<file path="config.mk">
export PLATFORM = sky130hd
export DESIGN_NAME = dvfs_voltage_ramp_sequencer
export DESIGN_NICKNAME = d
export VERILOG_FILES = /design/src/dvrs_pkg.sv /design/src/dvfs_voltage_ramp_sequencer.sv /design/src/dvrs_front.sv /design/src/dvrs_fifo.sv /design/src/dvrs_back.sv
export SDC_FILE = /design/constraint.sdc
export NUM_CORES = 1
export LEC_CHECK = 0
export BUFFER_PORTS_ARGS = -buffer_cell sky130_fd_sc_hd__buf_2
export CAP_MARGIN = 20
export CORE_AREA = 8 8 150 152
export DETAILED_ROUTE_END_ITERATION = 6
export DIE_AREA = 0 0 158 160
export PLACE_DENSITY = 0.72
export SLEW_MARGIN = 20
export SYNTH_ARGS = -nofsm -noshare
export SYNTH_HDL_FRONTEND = slang
export SYNTH_SLANG_ARGS = --single-unit
export TNS_END_PERCENT = 10
</file>
<file path="constraint.sdc">
create_clock -name aclk -period 13.25 [get_ports aclk]
set_clock_uncertainty 0.05 [all_clocks]
set_input_delay 1.325 -clock aclk [delete_from_list [all_inputs] [get_ports aclk]]
set_output_delay 1.325 -clock aclk [all_outputs]
set_load 0.005 [all_outputs]
</file>
<file path="src/dvrs_pkg.sv">
// Shared types, constants and the frequency-to-voltage table of the DVFS voltage ramp sequencer.
// Used by every module of the block; depends on nothing.
package dvrs_pkg;

    localparam int MAX_COMMANDS = 32;
    localparam int QDEPTH       = 2;
    localparam int QPTR_W       = (QDEPTH > 1) ? $clog2(QDEPTH) : 1;
    localparam int QCNT_W       = $clog2(QDEPTH + 1);

    localparam int PHASE_W = 2;
    localparam int KHZ_W   = 20;
    localparam int KIND_W  = 2;
    localparam int MV_W    = 12;
    localparam int STEP_W  = 10;
    localparam int DLY_W   = 5;
    localparam int DIST_W  = 10;
    localparam int COUNT_W = DIST_W + 1;
    localparam int CNT_W   = $clog2(MAX_COMMANDS + 1);
    localparam int DIVC_W  = $clog2(DIST_W + 1);

    localparam logic [PHASE_W-1:0] PHASE_PRE  = 2'd0;
    localparam logic [PHASE_W-1:0] PHASE_POST = 2'd1;

    localparam logic [KIND_W-1:0] KIND_CMD       = 2'd0;
    localparam logic [KIND_W-1:0] KIND_NONE      = 2'd1;
    localparam logic [KIND_W-1:0] KIND_UNHANDLED = 2'd2;
    localparam logic [KIND_W-1:0] KIND_TOO_LONG  = 2'd3;

    localparam logic [1:0] OP_DIRECT    = 2'd0;
    localparam logic [1:0] OP_NONE      = 2'd1;
    localparam logic [1:0] OP_UNHANDLED = 2'd2;
    localparam logic [1:0] OP_RAMP      = 2'd3;

    localparam logic [MV_W-1:0] MV_DEFAULT = 12'd1550;

    // One classified request as it travels from the front to the back.
    typedef struct packed {
        logic [1:0]        op;
        logic [MV_W-1:0]   mv;    // target level for direct, start level for a ramp
        logic [DIST_W-1:0] span;
        logic              up;
        logic [STEP_W-1:0] step;
        logic              de;
    } desc_t;

    function automatic logic [MV_W-1:0] lookup_mv(input logic [KHZ_W-1:0] khz);
        logic [MV_W-1:0] mv;
        unique case (khz)
            20'd104000: mv = 12'd900;
            20'd156000: mv = 12'd1050;
            20'd208000: mv = 12'd1100;
            20'd312000: mv = 12'd1250;
            20'd416000: mv = 12'd1350;
            20'd520000: mv = 12'd1450;
            20'd624000: mv = 12'd1550;
            default:    mv = MV_DEFAULT;
        endcase
        return mv;
    endfunction

endpackage

</file>
<file path="src/dvfs_voltage_ramp_sequencer.sv">
// Top level of the DVFS voltage ramp sequencer: configuration registers and the
// front end, request queue and command sequencer. Depends on dvrs_pkg and all dvrs_* modules.
//
// Usage: each request on the s_ channel describes one frequency transition: a phase
// (before or after the change) and the old and new frequencies in kHz. The block answers
// on the m_ channel with a run of results whose final one has m_tlast set: either one
// status result (nothing to do, unhandled phase, ramp too long), one direct voltage
// command when step_mv is zero, or a ramp of up to MAX_COMMANDS voltage commands.
// step_mv and command_delay are written over the APB port at byte addresses 0 and 4;
// the user must write them only while the block is idle; the block does not enforce this.
// A request that needs no ramp has its result written straight into the output register.
// A ramp first passes through the bit-serial divider that finds its length and the state
// that judges it; then one command leaves per cycle while the receiver accepts them.
// The divider and the one command per cycle set the rate.
// A two-entry queue lets the front take new requests while the sequencer is busy.
// Reset clears the registers to zero, empties the queue and drops m_tvalid.
// When the receiver stalls, the current result holds in the output register and the
// sequencer waits; once the queue fills, s_tready goes low.
module dvfs_voltage_ramp_sequencer (
    input  logic        aclk,
    input  logic        aresetn,
    // Configuration port
    input  logic        psel,
    input  logic        penable,
    input  logic        pwrite,
    input  logic [2:0]  paddr,
    input  logic [31:0] pwdata,
    output logic [31:0] prdata,
    output logic        pready,
    // Request channel
    input  logic        s_tvalid,
    output logic        s_tready,
    input  logic [39:0] s_tdata,   // old_khz [19:0], new_khz [39:20]
    input  logic [1:0]  s_tuser,   // phase [1:0]
    // Result channel
    output logic        m_tvalid,
    input  logic        m_tready,
    output logic [15:0] m_tdata,   // millivolts [11:0], delay_enable [12], zero [15:13]
    output logic [1:0]  m_tuser,   // kind [1:0]
    output logic        m_tlast    // last
);
    import dvrs_pkg::*;

    localparam logic REG_STEP  = 1'b0;
    localparam logic REG_DELAY = 1'b1;

    logic [STEP_W-1:0] step_reg;
    logic [DLY_W-1:0]  delay_reg;
    logic              cfg_write;

    desc_t             front_desc;
    desc_t             q_data;
    logic              push;
    logic              pop;
    logic              q_full;
    logic              q_empty;
    logic [MV_W-1:0]   mv_out;
    logic              de_out;

    // The register index sits in the word-address bit; the byte offset bits are ignored.
    assign pready    = 1'b1;
    assign cfg_write = psel && penable && pwrite && pready;

    always_ff @(posedge aclk) begin
        if (!aresetn) begin
            step_reg  <= '0;
            delay_reg <= '0;
        end else if (cfg_write) begin
            unique case (paddr[2])
                REG_STEP:  step_reg  <= pwdata[STEP_W-1:0];
                default:   delay_reg <= pwdata[DLY_W-1:0];
            endcase
        end
    end

    always_comb begin
        unique case (paddr[2])
            REG_STEP:  prdata = 32'(step_reg);
            default:   prdata = 32'(delay_reg);
        endcase
    end

    dvrs_front u_front (
        .s_tvalid      (s_tvalid),
        .s_tready      (s_tready),
        .phase         (s_tuser),
        .old_khz       (s_tdata[19:0]),
        .new_khz       (s_tdata[39:20]),
        .step_mv       (step_reg),
        .command_delay (delay_reg),
        .q_full        (q_full),
        .push          (push),
        .desc          (front_desc)
    );

    dvrs_fifo u_fifo (
        .aclk      (aclk),
        .aresetn   (aresetn),
        .push      (push),
        .push_data (front_desc),
        .full      (q_full),
        .pop       (pop),
        .pop_data  (q_data),
        .empty     (q_empty)
    );

    dvrs_back u_back (
        .aclk         (aclk),
        .aresetn      (aresetn),
        .q_empty      (q_empty),
        .q_data       (q_data),
        .pop          (pop),
        .m_tvalid     (m_tvalid),
        .m_tready     (m_tready),
        .kind         (m_tuser),
        .millivolts   (mv_out),
        .delay_enable (de_out),
        .last         (m_tlast)
    );

    assign m_tdata = {3'b000, de_out, mv_out};

endmodule

</file>
<file path="src/dvrs_front.sv">
// Front end: takes transition requests, looks up both voltages and classifies the request.
// Depends on dvrs_pkg.
module dvrs_front (
    input  logic                          s_tvalid,
    output logic                          s_tready,
    input  logic [dvrs_pkg::PHASE_W-1:0]  phase,
    input  logic [dvrs_pkg::KHZ_W-1:0]    old_khz,
    input  logic [dvrs_pkg::KHZ_W-1:0]    new_khz,
    input  logic [dvrs_pkg::STEP_W-1:0]   step_mv,
    input  logic [dvrs_pkg::DLY_W-1:0]    command_delay,
    input  logic                          q_full,
    output logic                          push,
    output dvrs_pkg::desc_t               desc
);
    import dvrs_pkg::*;

    logic [MV_W-1:0] old_mv;
    logic [MV_W-1:0] new_mv;
    logic [MV_W-1:0] diff;
    logic            up;
    logic            wrong_dir;

    assign s_tready = !q_full;
    assign push     = s_tvalid && !q_full;

    assign old_mv    = lookup_mv(old_khz);
    assign new_mv    = lookup_mv(new_khz);
    assign up        = new_mv > old_mv;
    assign diff      = up ? (new_mv - old_mv) : (old_mv - new_mv);
    assign wrong_dir = ((phase == PHASE_PRE) && (new_khz < old_khz)) ||
                       ((phase == PHASE_POST) && (new_khz > old_khz));

    always_comb begin
        desc.mv   = old_mv;
        desc.span = diff[DIST_W-1:0];
        desc.up   = up;
        desc.step = step_mv;
        desc.de   = (command_delay != '0);
        priority if (phase != PHASE_PRE && phase != PHASE_POST) begin
            desc.op = OP_UNHANDLED;
        end else if (wrong_dir) begin
            desc.op = OP_NONE;
        end else if (step_mv == '0) begin
            desc.op = OP_DIRECT;
            desc.mv = new_mv;
        end else if (new_mv == old_mv) begin
            desc.op = OP_NONE;
        end else begin
            desc.op = OP_RAMP;
        end
    end

endmodule

</file>
<file path="src/dvrs_fifo.sv">
// Short request queue between the front end and the command sequencer.
// Depends on dvrs_pkg for the descriptor type and depth.
module dvrs_fifo (
    input  logic            aclk,
    input  logic            aresetn,
    input  logic            push,
    input  dvrs_pkg::desc_t push_data,
    output logic            full,
    input  logic            pop,
    output dvrs_pkg::desc_t pop_data,
    output logic            empty
);
    import dvrs_pkg::*;

    desc_t              mem_reg [QDEPTH];
    logic [QPTR_W-1:0]  wr_ptr_reg, wr_ptr_next;
    logic [QPTR_W-1:0]  rd_ptr_reg, rd_ptr_next;
    logic [QCNT_W-1:0]  count_reg, count_next;

    assign full     = (count_reg == QCNT_W'(QDEPTH));
    assign empty    = (count_reg == '0);
    assign pop_data = mem_reg[rd_ptr_reg];

    always_comb begin
        wr_ptr_next = wr_ptr_reg;
        rd_ptr_next = rd_ptr_reg;
        count_next  = count_reg;
        if (push) begin
            wr_ptr_next = (wr_ptr_reg == QPTR_W'(QDEPTH - 1)) ? '0 : wr_ptr_reg + 1'b1;
        end
        if (pop) begin
            rd_ptr_next = (rd_ptr_reg == QPTR_W'(QDEPTH - 1)) ? '0 : rd_ptr_reg + 1'b1;
        end
        if (push && !pop) begin
            count_next = count_reg + 1'b1;
        end else if (pop && !push) begin
            count_next = count_reg - 1'b1;
        end
    end

    always_ff @(posedge aclk) begin
        if (!aresetn) begin
            wr_ptr_reg <= '0;
            rd_ptr_reg <= '0;
            count_reg  <= '0;
        end else begin
            wr_ptr_reg <= wr_ptr_next;
            rd_ptr_reg <= rd_ptr_next;
            count_reg  <= count_next;
        end
    end

    always_ff @(posedge aclk) begin
        if (push) begin
            mem_reg[wr_ptr_reg] <= push_data;
        end
    end

endmodule

</file>
<file path="src/dvrs_back.sv">
// Back end: divides out ramp lengths and emits commands and status results via an output register.
// Depends on dvrs_pkg.
module dvrs_back (
    input  logic                         aclk,
    input  logic                         aresetn,
    input  logic                         q_empty,
    input  dvrs_pkg::desc_t              q_data,
    output logic                         pop,
    output logic                         m_tvalid,
    input  logic                         m_tready,
    output logic [dvrs_pkg::KIND_W-1:0]  kind,
    output logic [dvrs_pkg::MV_W-1:0]    millivolts,
    output logic                         delay_enable,
    output logic                         last
);
    import dvrs_pkg::*;

    localparam logic [1:0] ST_IDLE = 2'd0;
    localparam logic [1:0] ST_DIV  = 2'd1;
    localparam logic [1:0] ST_FIN  = 2'd2;
    localparam logic [1:0] ST_EMIT = 2'd3;

    logic [1:0]         state_reg, state_next;
    logic [DIST_W-1:0]  dvd_reg, dvd_next;
    logic [DIST_W-1:0]  rem_reg, rem_next;
    logic [DIST_W-1:0]  quo_reg, quo_next;
    logic [DIVC_W-1:0]  divc_reg, divc_next;
    logic [CNT_W-1:0]   emit_reg, emit_next;
    logic [MV_W-1:0]    mv_reg, mv_next;
    logic [STEP_W-1:0]  step_reg, step_next;
    logic               up_reg, up_next;
    logic               de_reg, de_next;

    logic               ovalid_reg, ovalid_next;
    logic [KIND_W-1:0]  okind_reg, okind_next;
    logic [MV_W-1:0]    omv_reg, omv_next;
    logic               ode_reg, ode_next;
    logic               olast_reg, olast_next;

    logic               out_free;
    logic [DIST_W:0]    trial;
    logic               ge;
    logic [COUNT_W-1:0] count;
    logic [MV_W-1:0]    mv_step;

    assign out_free = !ovalid_reg || m_tready;
    assign pop      = (state_reg == ST_IDLE) && !q_empty &&
                      ((q_data.op == OP_RAMP) || out_free);

    // One restoring division step a cycle.
    assign trial = {rem_reg, dvd_reg[DIST_W-1]};
    assign ge    = trial >= {1'b0, step_reg};
    // Upward ramps round the step count up, downward ramps round it down.
    assign count = {1'b0, quo_reg} + COUNT_W'(up_reg && (rem_reg != '0));
    assign mv_step = up_reg ? (mv_reg + MV_W'(step_reg)) : (mv_reg - MV_W'(step_reg));

    always_comb begin
        state_next  = state_reg;
        dvd_next    = dvd_reg;
        rem_next    = rem_reg;
        quo_next    = quo_reg;
        divc_next   = divc_reg;
        emit_next   = emit_reg;
        mv_next     = mv_reg;
        step_next   = step_reg;
        up_next     = up_reg;
        de_next     = de_reg;
        ovalid_next = ovalid_reg && !m_tready;
        okind_next  = okind_reg;
        omv_next    = omv_reg;
        ode_next    = ode_reg;
        olast_next  = olast_reg;

        unique case (state_reg)
            ST_IDLE: begin
                if (pop) begin
                    mv_next   = q_data.mv;
                    step_next = q_data.step;
                    up_next   = q_data.up;
                    de_next   = q_data.de;
                    if (q_data.op == OP_RAMP) begin
                        dvd_next   = q_data.span;
                        rem_next   = '0;
                        quo_next   = '0;
                        divc_next  = DIVC_W'(DIST_W);
                        state_next = ST_DIV;
                    end else begin
                        ovalid_next = 1'b1;
                        omv_next    = '0;
                        ode_next    = 1'b0;
                        olast_next  = 1'b1;
                        unique case (q_data.op)
                            OP_DIRECT: begin
                                okind_next = KIND_CMD;
                                omv_next   = q_data.mv;
                            end
                            OP_NONE:      okind_next = KIND_NONE;
                            default:      okind_next = KIND_UNHANDLED;
                        endcase
                    end
                end
            end
            ST_DIV: begin
                rem_next  = ge ? DIST_W'(trial - {1'b0, step_reg}) : trial[DIST_W-1:0];
                dvd_next  = {dvd_reg[DIST_W-2:0], 1'b0};
                quo_next  = {quo_reg[DIST_W-2:0], ge};
                divc_next = divc_reg - 1'b1;
                if (divc_reg == DIVC_W'(1)) begin
                    state_next = ST_FIN;
                end
            end
            ST_FIN: begin
                if (count == '0 || count > COUNT_W'(MAX_COMMANDS)) begin
                    if (out_free) begin
                        ovalid_next = 1'b1;
                        okind_next  = (count == '0) ? KIND_NONE : KIND_TOO_LONG;
                        omv_next    = '0;
                        ode_next    = 1'b0;
                        olast_next  = 1'b1;
                        state_next  = ST_IDLE;
                    end
                end else begin
                    emit_next  = count[CNT_W-1:0];
                    state_next = ST_EMIT;
                end
            end
            default: begin
                if (out_free) begin
                    ovalid_next = 1'b1;
                    okind_next  = KIND_CMD;
                    omv_next    = mv_step;
                    ode_next    = de_reg;
                    olast_next  = (emit_reg == CNT_W'(1));
                    mv_next     = mv_step;
                    emit_next   = emit_reg - 1'b1;
                    if (emit_reg == CNT_W'(1)) begin
                        state_next = ST_IDLE;
                    end
                end
            end
        endcase
    end

    always_ff @(posedge aclk) begin
        if (!aresetn) begin
            state_reg  <= ST_IDLE;
            ovalid_reg <= 1'b0;
            divc_reg   <= '0;
            emit_reg   <= '0;
        end else begin
            state_reg  <= state_next;
            ovalid_reg <= ovalid_next;
            divc_reg   <= divc_next;
            emit_reg   <= emit_next;
        end
    end

    always_ff @(posedge aclk) begin
        dvd_reg   <= dvd_next;
        rem_reg   <= rem_next;
        quo_reg   <= quo_next;
        mv_reg    <= mv_next;
        step_reg  <= step_next;
        up_reg    <= up_next;
        de_reg    <= de_next;
        okind_reg <= okind_next;
        omv_reg   <= omv_next;
        ode_reg   <= ode_next;
        olast_reg <= olast_next;
    end

    assign m_tvalid     = ovalid_reg;
    assign kind         = okind_reg;
    assign millivolts   = omv_reg;
    assign delay_enable = ode_reg;
    assign last         = olast_reg;

    // A command run never starts with nothing left to send.
    a_emit_nonzero: assert property (@(posedge aclk) disable iff (!aresetn)
        state_reg == ST_EMIT |-> emit_reg != '0)
        else $error("command run entered with zero commands left");

    // Every result other than a voltage command closes its request alone.
    a_status_last: assert property (@(posedge aclk) disable iff (!aresetn)
        ovalid_reg && okind_reg != KIND_CMD |-> olast_reg && omv_reg == '0 && !ode_reg)
        else $error("status result carries payload or is not last");

    // The queue is only drained from idle.
    a_pop_idle: assert property (@(posedge aclk) disable iff (!aresetn)
        pop |=> state_reg == ST_DIV || state_reg == ST_IDLE)
        else $error("request popped while a ramp was in progress");

    // The division runs exactly its fixed number of steps before the count is judged;
    // the judging state may then wait for the output register.
    a_div_len: assert property (@(posedge aclk) disable iff (!aresetn)
        state_reg == ST_FIN && $past(state_reg) != ST_FIN |->
            $past(state_reg) == ST_DIV && $past(divc_reg) == DIVC_W'(1))
        else $error("ramp length judged before the division finished");

endmodule
</file>
==> impl_metrics.sql <==
INSERT INTO impl_metrics (metric_group, metric, value, unit) VALUES
('status', 'outcome', 'completed', ''),
('yosys', 'synth_adder_area_share', '9.42', '%'),
('timing', 'final_min_period_over_clock_period', '39.6', '%'),
('yosys', 'ys_warn_count', '0', ''),
('cts', 'cts.repair_timing.setup_buffer_count', '0', ''),
('cells_and_area', 'fin_nets', '1245', ''),
('yosys', 'synth_area_per_cell', '10.2', 'um^2'),
('floorplan', 'fp.dieArea', '25300', 'um^2'),
('timing', 'finalSetupViolations', '0', ''),
('yosys', 'number_of_standard_cells_after_synthesis', '1008', ''),
('power', 'cellLeakagePower', '4.69', 'nW'),
('cells_and_area', 'largest_register_ff_count', '66', ''),
('critical_path', 'timing.rr.start', 'u_back.rem_reg[0]', ''),
('yosys', 'synth_ff_type', 'edfxtp_1', ''),
('drt', 'viasPerCell', '5.49', ''),
('drt', 'top_layer_used', 'met4', ''),
('yosys', 'synth_largest_type_area_fraction', '39.4', '%'),
('timing', 'final_period_minus_worst_setup_slack', '5.24', 'ns'),
('timing', 'pins_over_slew_limit', '0', ''),
('timing', 'aggregate_negative_setup_slack', '0', 'ns'),
('drt', 'drt.antenna.violating_nets', '0', ''),
('drt', 'drtIter0Drc', '542', ''),
('yosys', 'synth-simple-area-share', '15.2', '%'),
('cts', 'cts_root_cell', 'clkbuf_16', ''),
('power', 'clockPowerShare', '22.7', '%'),
('worst_hold_path', 'type_of_the_most_critical_hold_path', 'reg -> reg', ''),
('global_route', 'antenna_found_initial', '0', ''),
('critical_path', 'timing.critical_path.cells', 'buf_2, or4_1, nor2_1, nand2_1, nor4_1, or2_2, nor2_1, ha_1, nand4_1, nor3_1, nor3_1, o21ai_1, buf_4, mux2i_1, o211ai_1, a211oi_1, xnor2_1', ''),
('cells_and_area', 'n_fill_cell', '1737', ''),
('critical_path', 'setup.worst_path.class', 'in -> reg', ''),
('flow_run', 'maxCapViolations', '0', ''),
('cts', 'cts_hold_buf', '0', ''),
('worst_hold_path', 'cell_count_of_the_worst_hold_path', '2', ''),
('critical_path', 'timing.reg2reg.setup_slack', '8.91', 'ns'),
('cts', 'clock_sink_count', '168', ''),
('placement', 'placed_cell_area', '10800', 'um^2'),
('cts', 'cts-resized-gates', '0', ''),
('global_route', 'grt-ovfl-total', '0', ''),
('power', 'ir_drop', '0.123', 'mV'),
('drt', 'remaining_drc_errors', '0', ''),
('drt', 'num_vias', '7522', ''),
('yosys', 'syn-cell-area', '10300', 'um^2'),
('critical_path', 'cp_num_buf_inv', '2', ''),
('cts', 'worst_skew_pair.late_latency', '0.44', 'ns'),
('cts', 'clk_transition_reported_paths', '0.07', 'ns'),
('timing', 'setup_repair_after_global_routing_missed_its_margin', 'false', ''),
('placement', 'place_inst', '1337', ''),
('cells_and_area', 'final_core_util', '57.1', '%'),
('power', 'power.density', '199', 'nW/um^2'),
('cells_and_area', 'layout.cells.non_filler', '1369', ''),
('yosys', 'synth_top_family_by_area', 'simple AND/OR/NAND/NOR gates', ''),
('yosys', 'yosysUniqueCellTypes', '68', ''),
('floorplan', 'placeableCoreArea', '20000', 'um^2'),
('drt', 'route.met2.wl', '10900', 'um'),
('cts', 'cts-root-to-sink-buffers', '2', ''),
('floorplan', 'initial_utilization', '51.3', '%'),
('critical_path', 'cp.required', '13.38', 'ns'),
('yosys', 'ys_ff_latch', '168', ''),
('critical_path', 'family_with_the_most_delay_on_the_worst_path', 'simple AND/OR/NAND/NOR gates', ''),
('critical_path', 'number_of_cells_on_the_worst_reg_to_reg_path', '12', ''),
('timing', 'final-hold-violation-count', '0', ''),
('timing', 'tightest_slew', '1.03', 'ns'),
('drt', 'routed_wl', '22000', 'um'),
('power', 'internal_power', '1.42', 'mW'),
('yosys', 'synth_enable_flop_cells', '135', ''),
('yosys', 'post-synth-top-area-cell', 'edfxtp_1', ''),
('floorplan', 'io_pins', '138', ''),
('floorplan', 'num_rows', '52', ''),
('critical_path', 'timing.critical_path.from_type', 'input pin', ''),
('drt', 'wl_met1', '9850', 'um'),
('placement', 'place_hpwl', '16700', 'um');
==> synthesized netlist by cell type (all sizes together), types with 18 or more instances <==
cell type and number:
a21oi 49, buf 43, clkbuf 18, dfxtp 33, edfxtp 135, ha 71
inv 89, mux2 22, mux2i 54, nand2 79, nand3 24, nand4 20
nor2 80, nor3 23, o21ai 54, xnor2 27
==> layout make-up <==
| class | instances | area [um^2] | share of cell area, % |
|---|---|---|---|
| clock buffers | 17 | 425 | 3.72 |
| well taps | 270 | 338 | 2.95 |
| repair buffers | 96 | 503 | 4.40 |
| multi-input cells | 714 | 4930 | 43.1 |
| flip-flops and latches | 168 | 4720 | 41.2 |
| inverters | 89 | 334 | 2.92 |
| clock inverters | 15 | 200 | 1.75 |
==> tightest hold or removal path: stages (launching register included) <==
cell	delay, ns
dfxtp_1	0.33
inv_1	0.07
a221oi_2	0.05
==> stage by stage <==
stage	power (mW)	worst slack (ns)
3_3_place_gp	1.75	7.57
5_1_grt	2.44	7.61
2_1_floorplan	1.55	8.18
6_report	2.28	8.01
3_5_place_dp	1.77	7.59
4_1_cts	2.29	8.06
==> power by group through the flow <==
stage                     clock network (mW)  logic (mW)  registers, mW
after CTS                              0.524       0.944          0.822
after floorplan                            0       0.735          0.811
after global routing                   0.542        1.06          0.834
after global placement                     0       0.917          0.829
final                                  0.516       0.940          0.822
after detailed placement                   0       0.936          0.833
==> worst max path at each step <==
stage | startpoint | endpoint | slack, ns | cells after the start
after detailed placement | s_tdata[21] | u_fifo.mem_reg[1][20] | 7.59 | 17
after global placement | s_tdata[21] | u_fifo.mem_reg[0][20] | 7.57 | 17
after floorplan | s_tdata[21] | u_fifo.mem_reg[0][20] | 8.18 | 15
after global routing | s_tdata[21] | u_fifo.mem_reg[0][20] | 7.61 | 16
final | s_tdata[21] | u_fifo.mem_reg[1][20] | 8.01 | 17
after CTS | s_tdata[21] | u_fifo.mem_reg[0][20] | 8.06 | 17
==> per-layer routing <==
| metal | track usage, % | vias to the layer above |
|---|---|---|
| li1 | - | 3736 |
| met1 | 22.3 | 3601 |
| met2 | 30.5 | 159 |
| met3 | 3.81 | 26 |
| met4 | 4.85 | 0 |
| met5 | 0 | - |
==> cells by family (layout without fill, tap and decap cells) <==
family | after synthesis | after routing
AND/OR/NAND/NOR | 316 | 316
AO/OA/AOI/OAI | 180 | 180
flip-flops | 168 | 168
buffers and inverters | 150 | 217
multiplexers | 76 | 76
adder cells (fa/ha/maj) | 75 | 75
XOR/XNOR | 41 | 41
other | 2 | 26
No activity file was read; power rests on OpenSTA's default activity.
